## src/rtl/core/bcmf_pkg.sv

```systemverilog
// ----------------------------------------------------------------------------
// bcmf_pkg
// Shared constants and types for the binary cross morphology filter.
// ----------------------------------------------------------------------------
package bcmf_pkg;

  localparam int MAX_WIDTH = 512;
  localparam int COL_W     = $clog2(MAX_WIDTH);
  localparam int IMG_W_W   = 10;
  localparam int USED_W    = (COL_W + 1 > IMG_W_W) ? COL_W + 1 : IMG_W_W;
  localparam int MIN_WIDTH = 3;

  localparam logic [7:0]         THRESHOLD_RST = 8'd40;
  localparam logic [1:0]         MODE_RST      = 2'd1;
  localparam logic [IMG_W_W-1:0] IMG_WIDTH_RST = IMG_W_W'(500);

  typedef enum logic [1:0] {
    REG_THRESHOLD = 2'd0,
    REG_MODE      = 2'd1,
    REG_IMG_WIDTH = 2'd2
  } reg_idx_t;

  typedef enum logic [1:0] {
    MODE_PASS   = 2'd0,
    MODE_DILATE = 2'd1,
    MODE_ERODE  = 2'd2
  } mode_t;

  typedef enum logic {
    OP_PIXEL = 1'b0,
    OP_DRAIN = 1'b1
  } op_t;

  typedef struct packed {
    logic pixel_black;
    logic row_last;
    logic frame_last;
  } res_t;

endpackage

```

## src/rtl/core/bcmf_ram.sv

```systemverilog
// ----------------------------------------------------------------------------
// bcmf_ram
// Generic single-write, single-read RAM with registered read data.
// ----------------------------------------------------------------------------
module bcmf_ram #(
  parameter int WIDTH = 1,
  parameter int DEPTH = 512
) (
  input  logic                     clk,
  input  logic                     we,
  input  logic [$clog2(DEPTH)-1:0] waddr,
  input  logic [WIDTH-1:0]         wdata,
  input  logic [$clog2(DEPTH)-1:0] raddr,
  output logic [WIDTH-1:0]         rdata
);

  logic [WIDTH-1:0] mem [DEPTH];
  logic [WIDTH-1:0] rdata_r;

  always_ff @(posedge clk) begin
    if (we) begin
      mem[waddr] <= wdata;
    end
    rdata_r <= mem[raddr];
  end

  assign rdata = rdata_r;

endmodule

```

## src/rtl/core/binary_cross_morphology_filter_core.sv

```systemverilog
// ----------------------------------------------------------------------------
// binary_cross_morphology_filter_core
// Thresholds RGB pixels to binary and applies a 3x3 cross dilate or erode (or
// passes the pixel through), one row behind the input, using three line-store RAMs.
// ----------------------------------------------------------------------------
// Output: each result is registered in the output stage, or in the skid stage
//   while the output is stalled; image output trails input by one row.
// Throughput: one item per clock while in_stall is low (skid stage empty); line
//   stores are prefetched at the next column each cycle so the registered read is ready for the next item.
// Reset: control state cleared, registers load 40 / 1 / 500; line stores
//   are not cleared.
// ----------------------------------------------------------------------------
module binary_cross_morphology_filter_core (
  input  logic       clk,
  input  logic       rst_n,
  // input channel
  input  logic       in_valid,
  output logic       in_stall,
  input  logic       in_op,
  input  logic [7:0] in_red,
  input  logic [7:0] in_green,
  input  logic [7:0] in_blue,
  // result channel
  output logic       out_valid,
  input  logic       out_stall,
  output logic       out_pixel_black,
  output logic       out_row_last,
  output logic       out_frame_last,
  // configuration
  input  logic       cfg_valid,
  output logic       cfg_ready,
  input  logic [1:0] cfg_index,
  input  logic [bcmf_pkg::IMG_W_W-1:0] cfg_data
);

  localparam int COL_W  = bcmf_pkg::COL_W;
  localparam int USED_W = bcmf_pkg::USED_W;

  // configuration registers
  logic [7:0]                   threshold_r;
  logic [1:0]                   mode_r;
  logic [bcmf_pkg::IMG_W_W-1:0] img_width_r;

  // control state
  logic [COL_W-1:0] col_r, col_nxt;
  logic [1:0]       rows_seen_r, rows_seen_nxt;
  logic             draining_r, draining_nxt;
  logic             left_center_r;

  // output and skid stages
  logic            out_valid_r, skid_valid_r;
  bcmf_pkg::res_t  out_data_r, skid_data_r, res;

  // datapath
  logic              accept, ignore, process, start_drain, draining_now;
  logic [9:0]        sum, thr3;
  logic              cur, center, up, right, res_bit, last;
  logic              has_left, has_right, has_up, has_down, has_out, emit;
  logic [USED_W-1:0] img_w_ext, used_w, col_p1;
  logic              store_we;
  logic [COL_W-1:0]  raddr_right;
  logic              out_take;

  assign cfg_ready = 1'b1;

  always_ff @(posedge clk) begin
    if (!rst_n) begin
      threshold_r <= bcmf_pkg::THRESHOLD_RST;
      mode_r      <= bcmf_pkg::MODE_RST;
      img_width_r <= bcmf_pkg::IMG_WIDTH_RST;
    end else if (cfg_valid && cfg_ready) begin
      case (cfg_index)
        bcmf_pkg::REG_THRESHOLD: threshold_r <= cfg_data[7:0];
        bcmf_pkg::REG_MODE:      mode_r      <= cfg_data[1:0];
        bcmf_pkg::REG_IMG_WIDTH: img_width_r <= cfg_data;
        default: ;
      endcase
    end
  end

  // saturate the row width to the supported range
  always_comb begin
    img_w_ext = USED_W'(img_width_r);
    if (img_w_ext < USED_W'(bcmf_pkg::MIN_WIDTH)) begin
      used_w = USED_W'(bcmf_pkg::MIN_WIDTH);
    end else if (img_w_ext > USED_W'(bcmf_pkg::MAX_WIDTH)) begin
      used_w = USED_W'(bcmf_pkg::MAX_WIDTH);
    end else begin
      used_w = img_w_ext;
    end
  end

  assign in_stall = skid_valid_r;
  assign accept   = in_valid && !in_stall;

  always_comb begin
    ignore = 1'b0;
    if (in_op == bcmf_pkg::OP_PIXEL && draining_r) begin
      ignore = 1'b1;
    end else if (in_op == bcmf_pkg::OP_DRAIN && !draining_r &&
                 (col_r != '0 || rows_seen_r == 2'd0)) begin
      ignore = 1'b1;
    end
  end

  assign process      = accept && !ignore;
  assign start_drain  = (in_op == bcmf_pkg::OP_DRAIN) && !draining_r;
  assign draining_now = draining_r || start_drain;

  // floor(sum/3) < t  is the same as  sum < 3t
  assign sum  = 10'(in_red) + 10'(in_green) + 10'(in_blue);
  assign thr3 = {1'b0, threshold_r, 1'b0} + 10'(threshold_r);
  assign cur  = (sum < thr3);

  assign col_p1    = USED_W'(col_r) + USED_W'(1);
  assign has_left  = (col_r != '0);
  assign has_right = (col_p1 < used_w);
  assign has_up    = (rows_seen_r == 2'd2);
  assign has_down  = !draining_now;
  assign has_out   = draining_now || (rows_seen_r != 2'd0);
  assign last      = !has_right;

  always_comb begin
    res_bit = center;
    case (mode_r)
      bcmf_pkg::MODE_DILATE: begin
        if ((has_left && left_center_r) || (has_right && right) ||
            (has_up && up) || (has_down && cur)) begin
          res_bit = 1'b1;
        end
      end
      bcmf_pkg::MODE_ERODE: begin
        if ((has_left && !left_center_r) || (has_right && !right) ||
            (has_up && !up) || (has_down && !cur)) begin
          res_bit = 1'b0;
        end
      end
      default: res_bit = center;
    endcase
  end

  assign res.pixel_black = res_bit;
  assign res.row_last    = last;
  assign res.frame_last  = last && draining_now;
  assign emit            = process && has_out;

  always_comb begin
    col_nxt       = col_r;
    rows_seen_nxt = rows_seen_r;
    draining_nxt  = draining_r;
    if (process) begin
      draining_nxt = draining_now;
      if (last) begin
        col_nxt = '0;
        if (draining_now) begin
          draining_nxt  = 1'b0;
          rows_seen_nxt = 2'd0;
        end else if (rows_seen_r != 2'd2) begin
          rows_seen_nxt = rows_seen_r + 2'd1;
        end
      end else begin
        col_nxt = col_p1[COL_W-1:0];
      end
    end
  end

  always_ff @(posedge clk) begin
    if (!rst_n) begin
      col_r         <= '0;
      rows_seen_r   <= 2'd0;
      draining_r    <= 1'b0;
      left_center_r <= 1'b0;
    end else begin
      col_r       <= col_nxt;
      rows_seen_r <= rows_seen_nxt;
      draining_r  <= draining_nxt;
      if (process) begin
        left_center_r <= center;
      end
    end
  end

  // line stores: read the column of the next item, write the current one
  assign store_we    = process && !draining_now;
  assign raddr_right = col_nxt + COL_W'(1);

  bcmf_ram #(.WIDTH(1), .DEPTH(bcmf_pkg::MAX_WIDTH)) u_above_center (
    .clk   (clk),
    .we    (store_we),
    .waddr (col_r),
    .wdata (cur),
    .raddr (col_nxt),
    .rdata (center)
  );

  bcmf_ram #(.WIDTH(1), .DEPTH(bcmf_pkg::MAX_WIDTH)) u_above_right (
    .clk   (clk),
    .we    (store_we),
    .waddr (col_r),
    .wdata (cur),
    .raddr (raddr_right),
    .rdata (right)
  );

  bcmf_ram #(.WIDTH(1), .DEPTH(bcmf_pkg::MAX_WIDTH)) u_two_above (
    .clk   (clk),
    .we    (store_we),
    .waddr (col_r),
    .wdata (center),
    .raddr (col_nxt),
    .rdata (up)
  );

  // output register with skid stage
  assign out_take = out_valid_r && !out_stall;

  always_ff @(posedge clk) begin
    if (!rst_n) begin
      out_valid_r  <= 1'b0;
      skid_valid_r <= 1'b0;
    end else begin
      if (!out_valid_r || out_take) begin
        if (skid_valid_r) begin
          out_valid_r  <= 1'b1;
          skid_valid_r <= 1'b0;
        end else begin
          out_valid_r <= emit;
        end
      end else if (emit) begin
        skid_valid_r <= 1'b1;
      end
    end
  end

  always_ff @(posedge clk) begin
    if (!out_valid_r || out_take) begin
      out_data_r <= skid_valid_r ? skid_data_r : res;
    end
    if (emit && out_valid_r && !out_take) begin
      skid_data_r <= res;
    end
  end

  assign out_valid       = out_valid_r;
  assign out_pixel_black = out_data_r.pixel_black;
  assign out_row_last    = out_data_r.row_last;
  assign out_frame_last  = out_data_r.frame_last;

  // hold: skid only fills behind a full output stage
  a_skid_behind_out: assert property (@(posedge clk) disable iff (!rst_n)
    skid_valid_r |-> out_valid_r)
    else $error("skid stage full while output stage empty");

  a_drain_has_rows: assert property (@(posedge clk) disable iff (!rst_n)
    draining_r |-> rows_seen_r != 2'd0)
    else $error("draining with no stored row");

  a_frame_end_restart: assert property (@(posedge clk) disable iff (!rst_n)
    (process && last && draining_now) |=> (!draining_r && rows_seen_r == 2'd0
                                           && col_r == '0))
    else $error("frame end did not restart the block");

  a_frame_last_on_row_end: assert property (@(posedge clk) disable iff (!rst_n)
    (out_valid_r && out_data_r.frame_last) |-> out_data_r.row_last)
    else $error("frame_last without row_last");

  a_ignored_holds_column: assert property (@(posedge clk) disable iff (!rst_n)
    (accept && ignore) |=> $stable(col_r))
    else $error("ignored item moved the column");

endmodule

```

## config.mk

```make
export PLATFORM = sky130hd
export DESIGN_NAME = binary_cross_morphology_filter_core
export DESIGN_NICKNAME = d
export VERILOG_FILES = /design/src/rtl/core/bcmf_pkg.sv /design/src/rtl/core/bcmf_ram.sv /design/src/rtl/core/binary_cross_morphology_filter_core.sv
export SDC_FILE = /design/constraint.sdc
export NUM_CORES = 2
export LEC_CHECK = 0
export BUFFER_PORTS_ARGS = -buffer_cell sky130_fd_sc_hd__clkbuf_2
export CAP_MARGIN = 30
export CORE_ASPECT_RATIO = 0.75
export CORE_MARGIN = 2
export CORE_UTILIZATION = 58
export DETAILED_ROUTE_END_ITERATION = 6
export PLACE_DENSITY_LB_ADDON = 0.05
export SETUP_SLACK_MARGIN = 0.1
export SYNTH_ARGS = -nofsm -noshare
export SYNTH_HDL_FRONTEND = slang
export SYNTH_SLANG_ARGS = --single-unit
```

## constraint.sdc

```tcl
create_clock -name clk -period 23.4 [get_ports clk]
set_input_delay 3.51 -clock clk [delete_from_list [all_inputs] [get_ports clk]]
set_output_delay 3.51 -clock clk [all_outputs]
set_load 0.01 [all_outputs]
```

==> summary.txt <==
Global routing
  • First-pass GRT wire length: between 200 and 250 mm
  • Grt total ovfl: 0
  • Largest net degree at the start of global routing: 230
  • Antenna violations before repair: 2
  • Vias in the first global route: between 30,000 and 40,000
  • GRT Overall Usage: 36.94%

Clock network
  • Max clock buf depth: 3
  • Clock latency on the worst-skew pair: roughly 0.70 ns
  • CTS tree: done
  • Clk root buf: clkbuf_16
  • CTS H-tree lvls: 3
  • Clk sinks: 1,068
  • Total CTS buffers: around 100
  • Post-CTS Hold Buffers: 0
  • # Post-CTS Setup Buffers: 0
  • Post-CTS resize count: 0
  • Clk slew on worst S/H paths: around 0.070 ns

Finish
  • Most frequent cells in the layout: edfxtp_1 (1,030), nand2_1 (1,028), nor2_1 (585)
  • Commonest non-fill, non-tap cell in the layout: edfxtp_1
  • Share of cells above drive strength 1: around 11%
  • Final Core Density: about 64%
  • Nets@finish: between 4,000 and 5,000
  • Fill count: between 6,000 and 7,000
  • Final Instance Area: 55,590 um^2
  • Synth-to-layout area growth: 8.843%

Timing
  • Hold slack: around 0.48 ns
  • Period utilization: between 40 and 50%
  • Worst slew pin tran: between 1 and 1.5 ns
  • Final worst slack: 13.78 ns
  • Final worst path period need: between 9 and 10 ns
  • RSZ-0062 raised after global routing: false
  • Final Skew: approximately 0.027 ns
  • Slew margin rel.: roughly 15%
  • Final hold vios: 0
  • Fmax: between 100 and 150 MHz
  • Final setup fails: 0
  • Setup TNS: 0 ns
  • Max Slew Vio Count: 0

Route
  • Vias: between 30,000 and 40,000
  • DRT iter0 DRCs: between 6,000 and 7,000
  • DRC viols: 1
  • Post-Route WL: between 150 and 200 mm
  • DRT antenna net count: 0
  • Drt first pass iters: 7
  • DR vias/cell: about 6.8
  • Routed len/inst: ~30 um

Floorplanning
  • Die H: between 200 and 300 um
  • Chip width: 346.7 um
  • Initial Util: between 50% and 60%
  • Core Rows: 94
  • Die footprint: between 90,000 and 100,000 um^2
  • Io pins: 48
  • Core Area: between 80,000 and 90,000 um^2

Worst setup path
  • Crit. End Element: flop
  • Slowest stage delay, CP: 0.87 ns
  • Crit path launch type: primary input
  • Worst Reg-to-Reg Cells: 19
  • Worst EP arrival: between 10 and 15 ns
  • Crit Path Max Fanout: 85
  • CP cell instances: clkbuf_2 > xor2_1 > nand2b_1 > o21a_1 > o41a_2 > inv_8 > ha_4 > buf_4 > buf_4 > mux4_2 > nand2_1 > a32oi_1 > nand4_1 > a31oi_1 > o211ai_1 > o211ai_1
  • WS Path Type: in2reg
  • Critical Path RT: roughly 24 ns
  • CP max-delay cell: ha_4

Job
  • Max Cap Viol: 0

Logic synthesis
  • Synth top area share: 60.55%
  • Net Count, Synth: around 4,500
  • Synth Flop Type: edfxtp_1
  • Post-synthesis mux area share: ~7.9%
  • Post-Synth Simple-Gate Area: about 19%
  • Compound-Gate Fraction of Synth Area: 6.330%
  • Sequential area share after synthesis: 62.04%
  • Synth Area in Adders: under 10%
  • #FFs+latches synth: between 1,000 and 1,500
  • EDFF count, synth: roughly 1,000
  • Mapped Area: just over 50,000 um^2
  • Yosys warnings: 0
  • Post-Synthesis Cells: between 4,000 and 5,000
  • Cell type with the highest aggregate area in the netlist: edfxtp_1
  • Largest family of logic cells by synthesized area: simple AND/OR/NAND/NOR gates
  • Mean cell area of the mapped netlist: roughly 12 um^2
  • Synth cell types: roughly 90
  • XOR/XNOR Fraction of Synth Area: less than 1%
  • Asr flop ratio synth: 0%
  • Synth top area cells: edfxtp_1 (61%), nand2_1 (7.6%), mux4_2 (6.4%), nor2_1 (4.3%), nand3_1 (3.3%)

Placement
  • IO buf count: 46
  • DP HPWL: between 90 and 100 mm
  • Routability congestion estimate: ~0.93
  • Post-DP Area: 52,160 um^2
  • Placement Setup Slack: 13.35 ns

Run status
  • Outcome: complete, but fails checks
  • Failing checks: design-rule violations

Power
  • Leak: between 0.015 and 0.02 uW
  • Power per cell area: approximately 84 nW/um^2
  • Max VDD drop: ~98 uV

Hold path
  • Hold depth: 2
  • Hold Crit Class: reg2reg
==> area by class of cell <==
type / instances / area [um^2] / share of cell area (%)
multi-input combinational: 2975 / 17920 / 32.24
clock inverter: 57 / 538.0 / 0.9677
timing repair buffer: 130 / 962.2 / 1.731
sequential: 1068 / 31690 / 57.01
clock buffer: 136 / 2889 / 5.197
antenna: 2 / 5.005 / 0.009002
inverter: 34 / 142.6 / 0.2566
tap: 1152 / 1441 / 2.593
==> stage by stage <==
step           total power, uW  std cells
2_1_floorplan             2899       4410
3_3_place_gp              2950       5354
3_5_place_dp              2952       5359
4_1_cts                   4639       5552
5_1_grt                   4753       5552
6_report                  4646       5554
==> sequential cells by signal (all words and copies together) (netlist names), 2 cells and up <==
signal	count
mode_r	2
img_w_ext	10
u_above_right.mem	512
u_two_above.mem	512
col_r	9
threshold_r	8
rows_seen_r	2
skid_data_r	3
==> cell usage after synthesis, types with 9 or more instances <==
master,n
buf_2,132
a21oi_1,94
and2_1,14
edfxtp_1,1030
nand3_1,338
dfxtp_1,38
nand4_1,42
inv_1,32
o211ai_1,17
and3_1,76
a221oi_1,10
mux2i_1,74
a211oi_1,18
nand2_1,1038
nor3_1,26
buf_4,23
fa_1,10
ha_1,43
o22ai_1,13
a31oi_1,69
a22oi_1,19
a32oi_1,41
nor4_1,19
nor2b_1,16
o21ai_0,38
nand2b_1,9
clkbuf_1,148
xnor2_1,20
a211o_1,12
mux4_2,145
o21a_1,10
buf_1,26
nor2_1,586
a311oi_1,41
==> cell families (layout without fill, tap and decap cells) <==
logic type      Yosys count  after routing
simple gates           2212           2212
flops                  1068           1068
compound gates          458            458
buf+inv                 367            357
mux                     223            223
fa+ha+maj                53             53
xor+xnor                 28             28
other cells               1              3
==> layer usage <==
metal / part of all wire (%) / vias up / GRT usage, % / routed length, um
met1: 40 / 18743 / 55.93 / 67280
met2: 42 / 2821 / 51.81 / 69860
met3: 15 / 390 / 9.802 / 24460
met5: 0.0077 / - / 0 / 13
li1: - / 16018 / - / -
met4: 3.8 / 2 / 13.01 / 6352
==> path summary, 6_finish.rpt <==
kind,from,endpoint,slack [ns]
hold reg to reg,out_valid,out_valid,0.48
setup reg to reg,col_r[4],u_above_right.rdata,14.40
hold / removal,out_valid,out_valid,0.48
setup / recovery,in_op,u_above_right.rdata,13.78
==> critical path, delay by kind of cell <==
kind / cells / cell delay (ns)
AO/OA/AOI/OAI: 6 / 2.49
buffers and inverters: 4 / 2.10
adder cells (fa/ha/maj): 1 / 0.87
AND/OR/NAND/NOR: 3 / 0.47
multiplexers: 1 / 0.38
XOR/XNOR: 1 / 0.23
==> power breakdown <==
part	internal [uW]	leakage [uW]	switching, uW	total [uW]
clock	978	0.00169	744	1720
combinational	142	0.00718	443	586
sequential	2330	0.00957	11.5	2340
Note: power is estimated with default switching activity, not from simulation.
